$ cat config.mk
export PLATFORM = sky130hd
export DESIGN_NAME = indexed_list_store
export DESIGN_NICKNAME = d
export VERILOG_FILES = /design/src/sv/ils_pkg.sv /design/src/sv/indexed_list_store.sv /design/src/sv/ils_ram.sv /design/src/sv/ils_seq.sv
export VERILOG_INCLUDE_DIRS = /design/src /design/src/sv
export SDC_FILE = /design/constraint.sdc
export NUM_CORES = 2
export LEC_CHECK = 0
export ABC_AREA = 1
export BUFFER_PORTS_ARGS = -buffer_cell sky130_fd_sc_hd__buf_4
export CAP_MARGIN = 20
export CORE_ASPECT_RATIO = 0.5
export CORE_UTILIZATION = 44
export DETAILED_ROUTE_END_ITERATION = 6
export GPL_TIMING_DRIVEN = 1
export PLACE_DENSITY = 0.68
export SLEW_MARGIN = 20
export SYNTH_ARGS = -nofsm -noshare
export SYNTH_HDL_FRONTEND = slang
export SYNTH_SLANG_ARGS = --single-unit
export TNS_END_PERCENT = 100
$ cat constraint.sdc
create_clock -name clk_i -period 7.55 [get_ports clk_i]
set_input_delay 0.755 -clock clk_i [delete_from_list [all_inputs] [get_ports clk_i]]
set_output_delay 0.755 -clock clk_i [all_outputs]
set_load 0.02 [all_outputs]
$ cat src/sv/indexed_list_store_macros.svh
// assertion macros for the indexed list store
`ifndef INDEXED_LIST_STORE_MACROS_SVH
`define INDEXED_LIST_STORE_MACROS_SVH

`ifndef SYNTHESIS

// concurrent check on an explicit clock and active-low reset
`define ILS_ASSERT_CLK(label, clk, rstn, prop, msg) \
  label: assert property (@(posedge clk) disable iff (!rstn) prop) else $error(msg);

// concurrent check on the block clock and reset
`define ILS_ASSERT(label, prop, msg) \
  `ILS_ASSERT_CLK(label, clk_i, rst_ni, prop, msg)

`else

`define ILS_ASSERT_CLK(label, clk, rstn, prop, msg)

`define ILS_ASSERT(label, prop, msg)

`endif

`endif

$ cat src/sv/ils_pkg.sv
// shared types and constants of the indexed list store
`default_nettype none

package ils_pkg;

  localparam int DepthDef    = 64;
  localparam int WordBitsDef = 32;
  localparam int FuncBits    = 3;
  localparam int StatusBits  = 2;

  typedef enum logic [FuncBits-1:0] {
    FN_ADD_FRONT    = 3'd0,
    FN_ADD_BACK     = 3'd1,
    FN_INSERT_AT    = 3'd2,
    FN_REMOVE_FRONT = 3'd3,
    FN_REMOVE_BACK  = 3'd4,
    FN_REMOVE_AT    = 3'd5,
    FN_GET_AT       = 3'd6,
    FN_FIND         = 3'd7
  } ils_func_e;

  typedef enum logic [StatusBits-1:0] {
    ST_OK   = 2'd0,
    ST_MISS = 2'd1,
    ST_FULL = 2'd2
  } ils_status_e;

  typedef enum logic [2:0] {
    S_IDLE,
    S_SHIFT_UP,
    S_INS_LAST,
    S_RM_HEAD,
    S_SHIFT_DN,
    S_GET_WAIT,
    S_SCAN
  } ils_state_e;

  // sequencer status seen by the top level
  typedef struct packed {
    logic busy;
    logic mem_wr;
  } ils_ctrl_t;

endpackage

`default_nettype wire

$ cat src/sv/indexed_list_store.sv
// top level of the indexed list store: bounded ordered list of signed words
//
// command channel: a transaction is taken at a rising edge with start high
// and busy low. func selects add front, add back, insert at, remove front,
// remove back, remove at, get at or find; value and position go with it.
// result channel: done_o is high for exactly one cycle with result_value_o,
// result_position_o, status_o and length_o; the receiver cannot stall it,
// so the result must be taken in that cycle.
// commands that end without a shift or a ram read (full, empty, bad
// position, append at the back) give their result in the cycle after
// acceptance, busy never raised. get at reads the entry and returns it;
// find reads up from position 0 and stops at the first match or the tail;
// an insert at p moves entries from the tail down to p up one place, then
// writes the new word; a removal reads the word, then pulls the rest down.
// the list ram has one write and one registered read port; a shift reads
// one entry while writing another, never the same one.
// reset clears the length and the sequencer only; list words are never
// read before they are written, so the ram needs no clearing pass.
`default_nettype none

`include "indexed_list_store_macros.svh"

module indexed_list_store #(
  parameter int DEPTH     = ils_pkg::DepthDef,
  parameter int WORD_BITS = ils_pkg::WordBitsDef,
  localparam int AddrBits = $clog2(DEPTH),
  localparam int PosBits  = $clog2(DEPTH + 1)
) (
  input  logic                           clk_i,
  input  logic                           rst_ni,
  input  logic                           start,
  output logic                           busy,
  input  logic [ils_pkg::FuncBits-1:0]   func_i,
  input  logic [WORD_BITS-1:0]           value_i,
  input  logic [PosBits-1:0]             position_i,
  output logic                           done_o,
  output logic [WORD_BITS-1:0]           result_value_o,
  output logic [PosBits-1:0]             result_position_o,
  output logic [ils_pkg::StatusBits-1:0] status_o,
  output logic [PosBits-1:0]             length_o
);

  import ils_pkg::*;

  ils_ctrl_t            ctrl;
  logic                 mem_we, mem_re;
  logic [AddrBits-1:0]  mem_waddr, mem_raddr;
  logic [WORD_BITS-1:0] mem_wdata, mem_rdata;

  // sequencer: command decode, shift and scan loops, result registers
  ils_seq #(
    .DEPTH     (DEPTH),
    .WORD_BITS (WORD_BITS)
  ) u_seq (
    .clk_i             (clk_i),
    .rst_ni            (rst_ni),
    .start_i           (start),
    .func_i            (func_i),
    .value_i           (value_i),
    .position_i        (position_i),
    .ctrl_o            (ctrl),
    .done_o            (done_o),
    .result_value_o    (result_value_o),
    .result_position_o (result_position_o),
    .status_o          (status_o),
    .length_o          (length_o),
    .mem_we_o          (mem_we),
    .mem_waddr_o       (mem_waddr),
    .mem_wdata_o       (mem_wdata),
    .mem_re_o          (mem_re),
    .mem_raddr_o       (mem_raddr),
    .mem_rdata_i       (mem_rdata)
  );

  // list words, position i at address i
  ils_ram #(
    .Width (WORD_BITS),
    .Depth (DEPTH)
  ) u_list_ram (
    .clk_i   (clk_i),
    .we_i    (mem_we),
    .waddr_i (mem_waddr),
    .wdata_i (mem_wdata),
    .re_i    (mem_re),
    .raddr_i (mem_raddr),
    .rdata_o (mem_rdata)
  );

  assign busy = ctrl.busy;

  // the length never passes the list capacity
  `ILS_ASSERT(a_len_bound, length_o <= PosBits'(DEPTH), "length beyond capacity")
  // a result is only shown once the sequencer is back at rest
  `ILS_ASSERT(a_done_idle, done_o |-> !busy, "result strobe while busy")
  // every accepted transaction either finishes at once or keeps the block busy
  `ILS_ASSERT(a_accept_prog, (start && !busy) |=> (done_o || busy), "command lost")
  // ram writes only happen inside a command
  `ILS_ASSERT(a_wr_in_cmd, ctrl.mem_wr |-> (busy || start), "stray ram write")
  // the length moves only together with a result
  `ILS_ASSERT(a_len_with_done, !$stable(length_o) |-> done_o, "length changed silently")

endmodule

`default_nettype wire

$ cat src/sv/ils_ram.sv
// generic single-clock ram, one write port, one registered read port
`default_nettype none

module ils_ram #(
  parameter int Width = 32,
  parameter int Depth = 64,
  localparam int AddrBits = $clog2(Depth)
) (
  input  logic                clk_i,
  input  logic                we_i,
  input  logic [AddrBits-1:0] waddr_i,
  input  logic [Width-1:0]    wdata_i,
  input  logic                re_i,
  input  logic [AddrBits-1:0] raddr_i,
  output logic [Width-1:0]    rdata_o
);

  logic [Width-1:0] mem_q [Depth];
  logic [Width-1:0] rdata_q;

  always_ff @(posedge clk_i) begin
    if (we_i) begin
      mem_q[waddr_i] <= wdata_i;
    end
    if (re_i) begin
      rdata_q <= mem_q[raddr_i];
    end
  end

  assign rdata_o = rdata_q;

endmodule

`default_nettype wire

$ cat src/sv/ils_seq.sv
// command sequencer: decode, shift, scan and result registers
`default_nettype none

module ils_seq #(
  parameter int DEPTH     = 64,
  parameter int WORD_BITS = 32,
  localparam int AddrBits = $clog2(DEPTH),
  localparam int PosBits  = $clog2(DEPTH + 1)
) (
  input  logic                              clk_i,
  input  logic                              rst_ni,
  input  logic                              start_i,
  input  logic [ils_pkg::FuncBits-1:0]      func_i,
  input  logic [WORD_BITS-1:0]              value_i,
  input  logic [PosBits-1:0]                position_i,
  output ils_pkg::ils_ctrl_t                ctrl_o,
  output logic                              done_o,
  output logic [WORD_BITS-1:0]              result_value_o,
  output logic [PosBits-1:0]                result_position_o,
  output logic [ils_pkg::StatusBits-1:0]    status_o,
  output logic [PosBits-1:0]                length_o,
  output logic                              mem_we_o,
  output logic [AddrBits-1:0]               mem_waddr_o,
  output logic [WORD_BITS-1:0]              mem_wdata_o,
  output logic                              mem_re_o,
  output logic [AddrBits-1:0]               mem_raddr_o,
  input  logic [WORD_BITS-1:0]              mem_rdata_i
);

  import ils_pkg::*;

  ils_state_e           state_q, state_d;
  logic [PosBits-1:0]   count_q, count_d;
  logic                 done_q, done_d;
  logic [AddrBits-1:0]  ptr_q, ptr_d;
  logic [AddrBits-1:0]  tgt_q, tgt_d;
  logic [WORD_BITS-1:0] word_q, word_d;
  logic [WORD_BITS-1:0] res_value_q;
  logic [PosBits-1:0]   res_pos_q;
  ils_status_e          res_status_q;

  logic                 finish;
  logic [WORD_BITS-1:0] fin_value;
  logic [PosBits-1:0]   fin_pos;
  ils_status_e          fin_status;

  ils_func_e            func;
  logic                 full, empty, pos_below, pos_le;
  logic [PosBits-1:0]   ins_pos;
  logic [PosBits-1:0]   count_m1;
  logic [AddrBits-1:0]  last_idx;
  logic [AddrBits-1:0]  ptr_inc, ptr_inc2, ptr_dec, tgt_inc;
  logic [WORD_BITS-1:0] miss_value;

  assign func       = ils_func_e'(func_i);
  assign full       = (count_q == PosBits'(DEPTH));
  assign empty      = (count_q == '0);
  assign pos_below  = (position_i < count_q);
  assign pos_le     = (position_i <= count_q);
  assign count_m1   = count_q - PosBits'(1);
  assign last_idx   = count_m1[AddrBits-1:0];
  assign ptr_inc    = ptr_q + AddrBits'(1);
  assign ptr_inc2   = ptr_q + AddrBits'(2);
  assign ptr_dec    = ptr_q - AddrBits'(1);
  assign tgt_inc    = tgt_q + AddrBits'(1);
  assign miss_value = '1;

  always_comb begin
    case (func)
      FN_ADD_FRONT: ins_pos = '0;
      FN_ADD_BACK:  ins_pos = count_q;
      default:      ins_pos = position_i;
    endcase
  end

  always_comb begin
    state_d     = state_q;
    count_d     = count_q;
    ptr_d       = ptr_q;
    tgt_d       = tgt_q;
    word_d      = word_q;
    finish      = 1'b0;
    fin_value   = '0;
    fin_pos     = '0;
    fin_status  = ST_OK;
    mem_we_o    = 1'b0;
    mem_waddr_o = '0;
    mem_wdata_o = mem_rdata_i;
    mem_re_o    = 1'b0;
    mem_raddr_o = '0;

    case (state_q)
      S_IDLE: begin
        if (start_i) begin
          case (func)
            FN_ADD_FRONT, FN_ADD_BACK, FN_INSERT_AT: begin
              if (full) begin
                finish     = 1'b1;
                fin_status = ST_FULL;
              end else if (func == FN_INSERT_AT && !pos_le) begin
                finish     = 1'b1;
                fin_status = ST_MISS;
                fin_value  = miss_value;
              end else if (ins_pos == count_q) begin
                // append: nothing above to move
                mem_we_o    = 1'b1;
                mem_waddr_o = ins_pos[AddrBits-1:0];
                mem_wdata_o = value_i;
                count_d     = count_q + PosBits'(1);
                finish      = 1'b1;
              end else begin
                tgt_d       = ins_pos[AddrBits-1:0];
                word_d      = value_i;
                mem_re_o    = 1'b1;
                mem_raddr_o = last_idx;
                ptr_d       = last_idx;
                state_d     = S_SHIFT_UP;
              end
            end
            FN_REMOVE_FRONT, FN_REMOVE_BACK, FN_REMOVE_AT: begin
              if (empty || (func == FN_REMOVE_AT && !pos_below)) begin
                finish     = 1'b1;
                fin_status = ST_MISS;
                fin_value  = miss_value;
              end else begin
                if (func == FN_REMOVE_FRONT) begin
                  tgt_d = '0;
                end else if (func == FN_REMOVE_BACK) begin
                  tgt_d = last_idx;
                end else begin
                  tgt_d = position_i[AddrBits-1:0];
                end
                mem_re_o    = 1'b1;
                mem_raddr_o = tgt_d;
                state_d     = S_RM_HEAD;
              end
            end
            FN_GET_AT: begin
              if (!pos_below) begin
                finish     = 1'b1;
                fin_status = ST_MISS;
                fin_value  = miss_value;
              end else begin
                mem_re_o    = 1'b1;
                mem_raddr_o = position_i[AddrBits-1:0];
                state_d     = S_GET_WAIT;
              end
            end
            FN_FIND: begin
              if (empty) begin
                finish     = 1'b1;
                fin_status = ST_MISS;
                fin_value  = miss_value;
              end else begin
                word_d      = value_i;
                mem_re_o    = 1'b1;
                mem_raddr_o = '0;
                ptr_d       = '0;
                state_d     = S_SCAN;
              end
            end
            default: begin
              finish     = 1'b1;
              fin_status = ST_MISS;
              fin_value  = miss_value;
            end
          endcase
        end
      end

      // data of entry ptr moves up one place, next lower entry is fetched unless ptr is the target
      S_SHIFT_UP: begin
        mem_we_o    = 1'b1;
        mem_waddr_o = ptr_inc;
        mem_wdata_o = mem_rdata_i;
        if (ptr_q == tgt_q) begin
          state_d = S_INS_LAST;
        end else begin
          mem_re_o    = 1'b1;
          mem_raddr_o = ptr_dec;
          ptr_d       = ptr_dec;
        end
      end

      S_INS_LAST: begin
        mem_we_o    = 1'b1;
        mem_waddr_o = tgt_q;
        mem_wdata_o = word_q;
        count_d     = count_q + PosBits'(1);
        finish      = 1'b1;
      end

      // removed word arrives; start pulling the tail down if there is one
      S_RM_HEAD: begin
        word_d = mem_rdata_i;
        if (tgt_q == last_idx) begin
          count_d   = count_m1;
          finish    = 1'b1;
          fin_value = mem_rdata_i;
        end else begin
          mem_re_o    = 1'b1;
          mem_raddr_o = tgt_inc;
          ptr_d       = tgt_q;
          state_d     = S_SHIFT_DN;
        end
      end

      S_SHIFT_DN: begin
        mem_we_o    = 1'b1;
        mem_waddr_o = ptr_q;
        mem_wdata_o = mem_rdata_i;
        if (ptr_inc == last_idx) begin
          count_d   = count_m1;
          finish    = 1'b1;
          fin_value = word_q;
        end else begin
          mem_re_o    = 1'b1;
          mem_raddr_o = ptr_inc2;
          ptr_d       = ptr_inc;
        end
      end

      S_GET_WAIT: begin
        finish    = 1'b1;
        fin_value = mem_rdata_i;
      end

      S_SCAN: begin
        if (mem_rdata_i == word_q) begin
          finish    = 1'b1;
          fin_value = mem_rdata_i;
          fin_pos   = PosBits'(ptr_q);
        end else if (ptr_q == last_idx) begin
          finish     = 1'b1;
          fin_status = ST_MISS;
          fin_value  = miss_value;
        end else begin
          mem_re_o    = 1'b1;
          mem_raddr_o = ptr_inc;
          ptr_d       = ptr_inc;
        end
      end

      default: begin
        state_d = S_IDLE;
      end
    endcase

    done_d = finish;
    if (finish) begin
      state_d = S_IDLE;
    end
  end

  always_ff @(posedge clk_i or negedge rst_ni) begin
    if (!rst_ni) begin
      state_q <= S_IDLE;
      count_q <= '0;
      done_q  <= 1'b0;
    end else begin
      state_q <= state_d;
      count_q <= count_d;
      done_q  <= done_d;
    end
  end

  always_ff @(posedge clk_i) begin
    ptr_q  <= ptr_d;
    tgt_q  <= tgt_d;
    word_q <= word_d;
    if (finish) begin
      res_value_q  <= fin_value;
      res_pos_q    <= fin_pos;
      res_status_q <= fin_status;
    end
  end

  assign ctrl_o.busy       = (state_q != S_IDLE);
  assign ctrl_o.mem_wr     = mem_we_o;
  assign done_o            = done_q;
  assign result_value_o    = res_value_q;
  assign result_position_o = res_pos_q;
  assign status_o          = res_status_q;
  assign length_o          = count_q;

endmodule

`default_nettype wire

==> flow_metrics.env <==
export IMPL_cap_viol_max_count=0
export IMPL_syn_nets=9137
export IMPL_fin_worst_skew_ns=0.0437
export IMPL_worstMarginPinSlew_ns=1.16
export IMPL_max_freq_mhz=161
export IMPL_crit_type="reg -> reg"
export IMPL_hold_viol=0
export IMPL_dr_total_vias=69900
export IMPL_wire_per_inst_um=24.8
export IMPL_grt_setup_unrepaired="no"
export IMPL_startpoint_type="flip-flop"
export IMPL_synth_top_cell_by_area="edfxtp_1"
export IMPL_cts_sinks=2175
export IMPL_synth_area_top_cells="edfxtp_1 (66%), nand3_1 (10%), nand2_1 (6.3%)"
export IMPL_synth_top_area_share_pct=66.0
export IMPL_end_kind="flip-flop"
export IMPL_ios=95
export IMPL_vias_per_cell=5.78
export IMPL_yosysMostFrequentCell="edfxtp_1"
export IMPL_antenna_found_initial=16
export IMPL_num_rows=122
export IMPL_cts_hold_buf=1
export IMPL_ctsLongestPathBuffers=4
export IMPL_period_minus_slack_ns=6.20
export IMPL_layout_area_seq_sq_mm=0.0653
export IMPL_clkTransAtPathRegs_ns=0.07
export IMPL_synthTopCellsByCount="edfxtp_1 (2,164), nand3_1 (2,039), nand2_1 (1,666)"
export IMPL_min_path_type="in -> reg"
export IMPL_io_buffer_count=93
export IMPL_synth_cell_type_count=46
export IMPL_synthCells=9076
export IMPL_status="finished with violations"
export IMPL_dieWidth_um=671
export IMPL_initial_core_util_pct=44.4
export IMPL_async_reset_ff_share_pct=0.506
export IMPL_synth_edff_count=2164
export IMPL_final_max_slew_violation_count=0
export IMPL_syn_area_sq_mm=0.0985
export IMPL_synth_main_ff_cell="edfxtp_1"
export IMPL_htreeDepth=4
export IMPL_core_area_sq_mm=0.222
export IMPL_avgSynthCellArea_sq_um=10.9
export IMPL_grt_pass1_vias=64900
export IMPL_cp_required_ns=8.22
export IMPL_gp_congestion=0.926
export IMPL_violations="DRC"
export IMPL_drc=9
export IMPL_grt_overflow_total=0
export IMPL_postCtsSetupRepairBufs=0
export IMPL_grt_usage_pct=25.8
export IMPL_dp_hpwl_um=166000
export IMPL_setup_violations=0
export IMPL_setup_tns_ns=0
export IMPL_drt_iter0_drc=10800
export IMPL_grt_first_pass_wirelength_um=435000
export IMPL_dieArea_sq_mm=0.226
export IMPL_root_buffer="clkbuf_16"
export IMPL_timing_slew_headroom_pct=22.4
export IMPL_synth_seq_area_share_pct=66.3
export IMPL_yosys_register_bits=2175
export IMPL_fin_crit_sh_pct=82.1
export IMPL_n_fill_cell=19200
export IMPL_drt_wl_total_um=300000
export IMPL_die_h_um=337
export IMPL_multi_input_area_sq_mm=0.0266
export IMPL_cts_made_buffers=205
export IMPL_critPathArrivalTime_ns=6.87
export IMPL_drive_above_1_share_pct=7.80
export IMPL_cts_tree="yes"
export IMPL_ant_nets=0
export IMPL_cts_repair_resized=0
export IMPL_drt_first_pass_iters=7
export IMPL_fin_nets=9047
export IMPL_syn_to_final_growth_pct=11.1
export IMPL_hold_ws_ns=0.213
export IMPL_grt_max_degree=182
export IMPL_post_route_util_pct=49.3
export IMPL_clk_latency_ns=0.86
export IMPL_yosysWarnings=0
export IMPL_path_max_fanout=89
metrics by stage:
step / setup slack (ns) / cell area (sq um) / cells
floorplan: 2.29 / 98500 / 9076
global placement: 1.71 / 103000 / 11700
detailed placement: 1.70 / 103000 / 11700
CTS: 1.66 / 109000 / 12100
global route: 1.25 / 109000 / 12100
finish: 1.35 / 109000 / 12100
logic make-up after synthesis:
| family | Yosys count | share of synthesized area, % |
|---|---|---|
| AND/OR/NAND/NOR | 4670 | 23.5 |
| flip-flops | 2175 | 66.3 |
| buffers and inverters | 1890 | 7.88 |
| AO/OA/AOI/OAI | 288 | 1.81 |
| XOR/XNOR | 36 | 0.320 |
| adder cells (fa/ha/maj) | 16 | 0.203 |
| other | 1 | 0.00381 |
layout by cell type, fill, tap and decap left out, types with 16 or more instances in the layout:
cell	synthesis	layout
a21oi_1	53	52
buf_12	0	39
buf_4	15	244
clkbuf_1	112	34
clkbuf_16	0	210
clkinv_1	0	47
clkinv_2	0	41
edfxtp_1	2164	2164
ha_1	16	16
inv_1	1284	1281
inv_2	19	17
nand2_1	1666	1663
nand3_1	2039	2038
nand3b_1	768	768
nor2_1	140	76
nor2_4	3	67
o2111ai_1	32	32
o21ai_0	131	128
o221ai_4	0	30
xnor2_1	23	23
layer usage:
layer	vias to the layer above	global-route usage [%]	wire length (um)	part of all wire [%]
met4	8	9.65	11900	4.0
li1	31000	-	-	-
met1	34000	36.2	119000	40
met3	637	5.42	36200	12
met2	4331	39.7	133000	44
met5	-	0	50	0.017
final cells by class:
class / count / area share [%]
well taps: 2976 / 3.40
repair buffers: 289 / 2.49
clock buffers: 244 / 4.92
diodes: 1 / 0.00229
flip-flops and latches: 2175 / 59.7
inverters: 1304 / 4.50
multi-input cells: 5011 / 24.3
clock inverters: 108 / 0.734
flip-flops by register name, summed over array words and instances, names as in the netlist:
register                 cells
u_list_ram.mem_q          2048
u_list_ram.rdata_o          32
u_seq.done_o                 1
u_seq.length_o               7
u_seq.ptr_q                  6
u_seq.result_position_o      6
u_seq.result_value_o        32
u_seq.state_q                3
u_seq.status_o               2
u_seq.tgt_q                  6
u_seq.word_q                32
worst max-delay path: stages (launching register included):
cell,delay [ns]
edfxtp_1,0.78
inv_1,0.24
nand2_1,0.11
nand3_1,0.07
nor2_1,0.50
nand2_1,0.10
nor2_1,0.12
nand2_1,0.37
nand3_2,0.34
nor2_1,0.06
nor2_1,0.30
nand2_8,0.31
inv_8,0.54
buf_12,0.48
nand3_1,0.16
nand3_1,0.11
nand3_1,0.20
nand3_1,0.26
nand3_1,0.52
nand2_1,0.26
worst paths after layout:
path | startpoint | cells after the start | endpoint | slack [ns]
max | u_list_ram.rdata_o[15] | 19 | u_list_ram.rdata_o[21] | 1.35
min | value_i[24] | 3 | u_seq.word_q[24] | 0.21
max reg2reg | u_list_ram.rdata_o[15] | 19 | u_list_ram.rdata_o[21] | 1.35
min reg2reg | u_list_ram.rdata_o[1] | 2 | u_seq.result_value_o[1] | 0.67
max in group asynchronous | rst_ni | 2 | u_seq.length_o[5] | 7.07
min in group asynchronous | rst_ni | 2 | u_seq.length_o[0] | 0.29
Power is not shown: default switching activity piles up to over one toggle a cycle in this logic, so the estimate is an artifact.
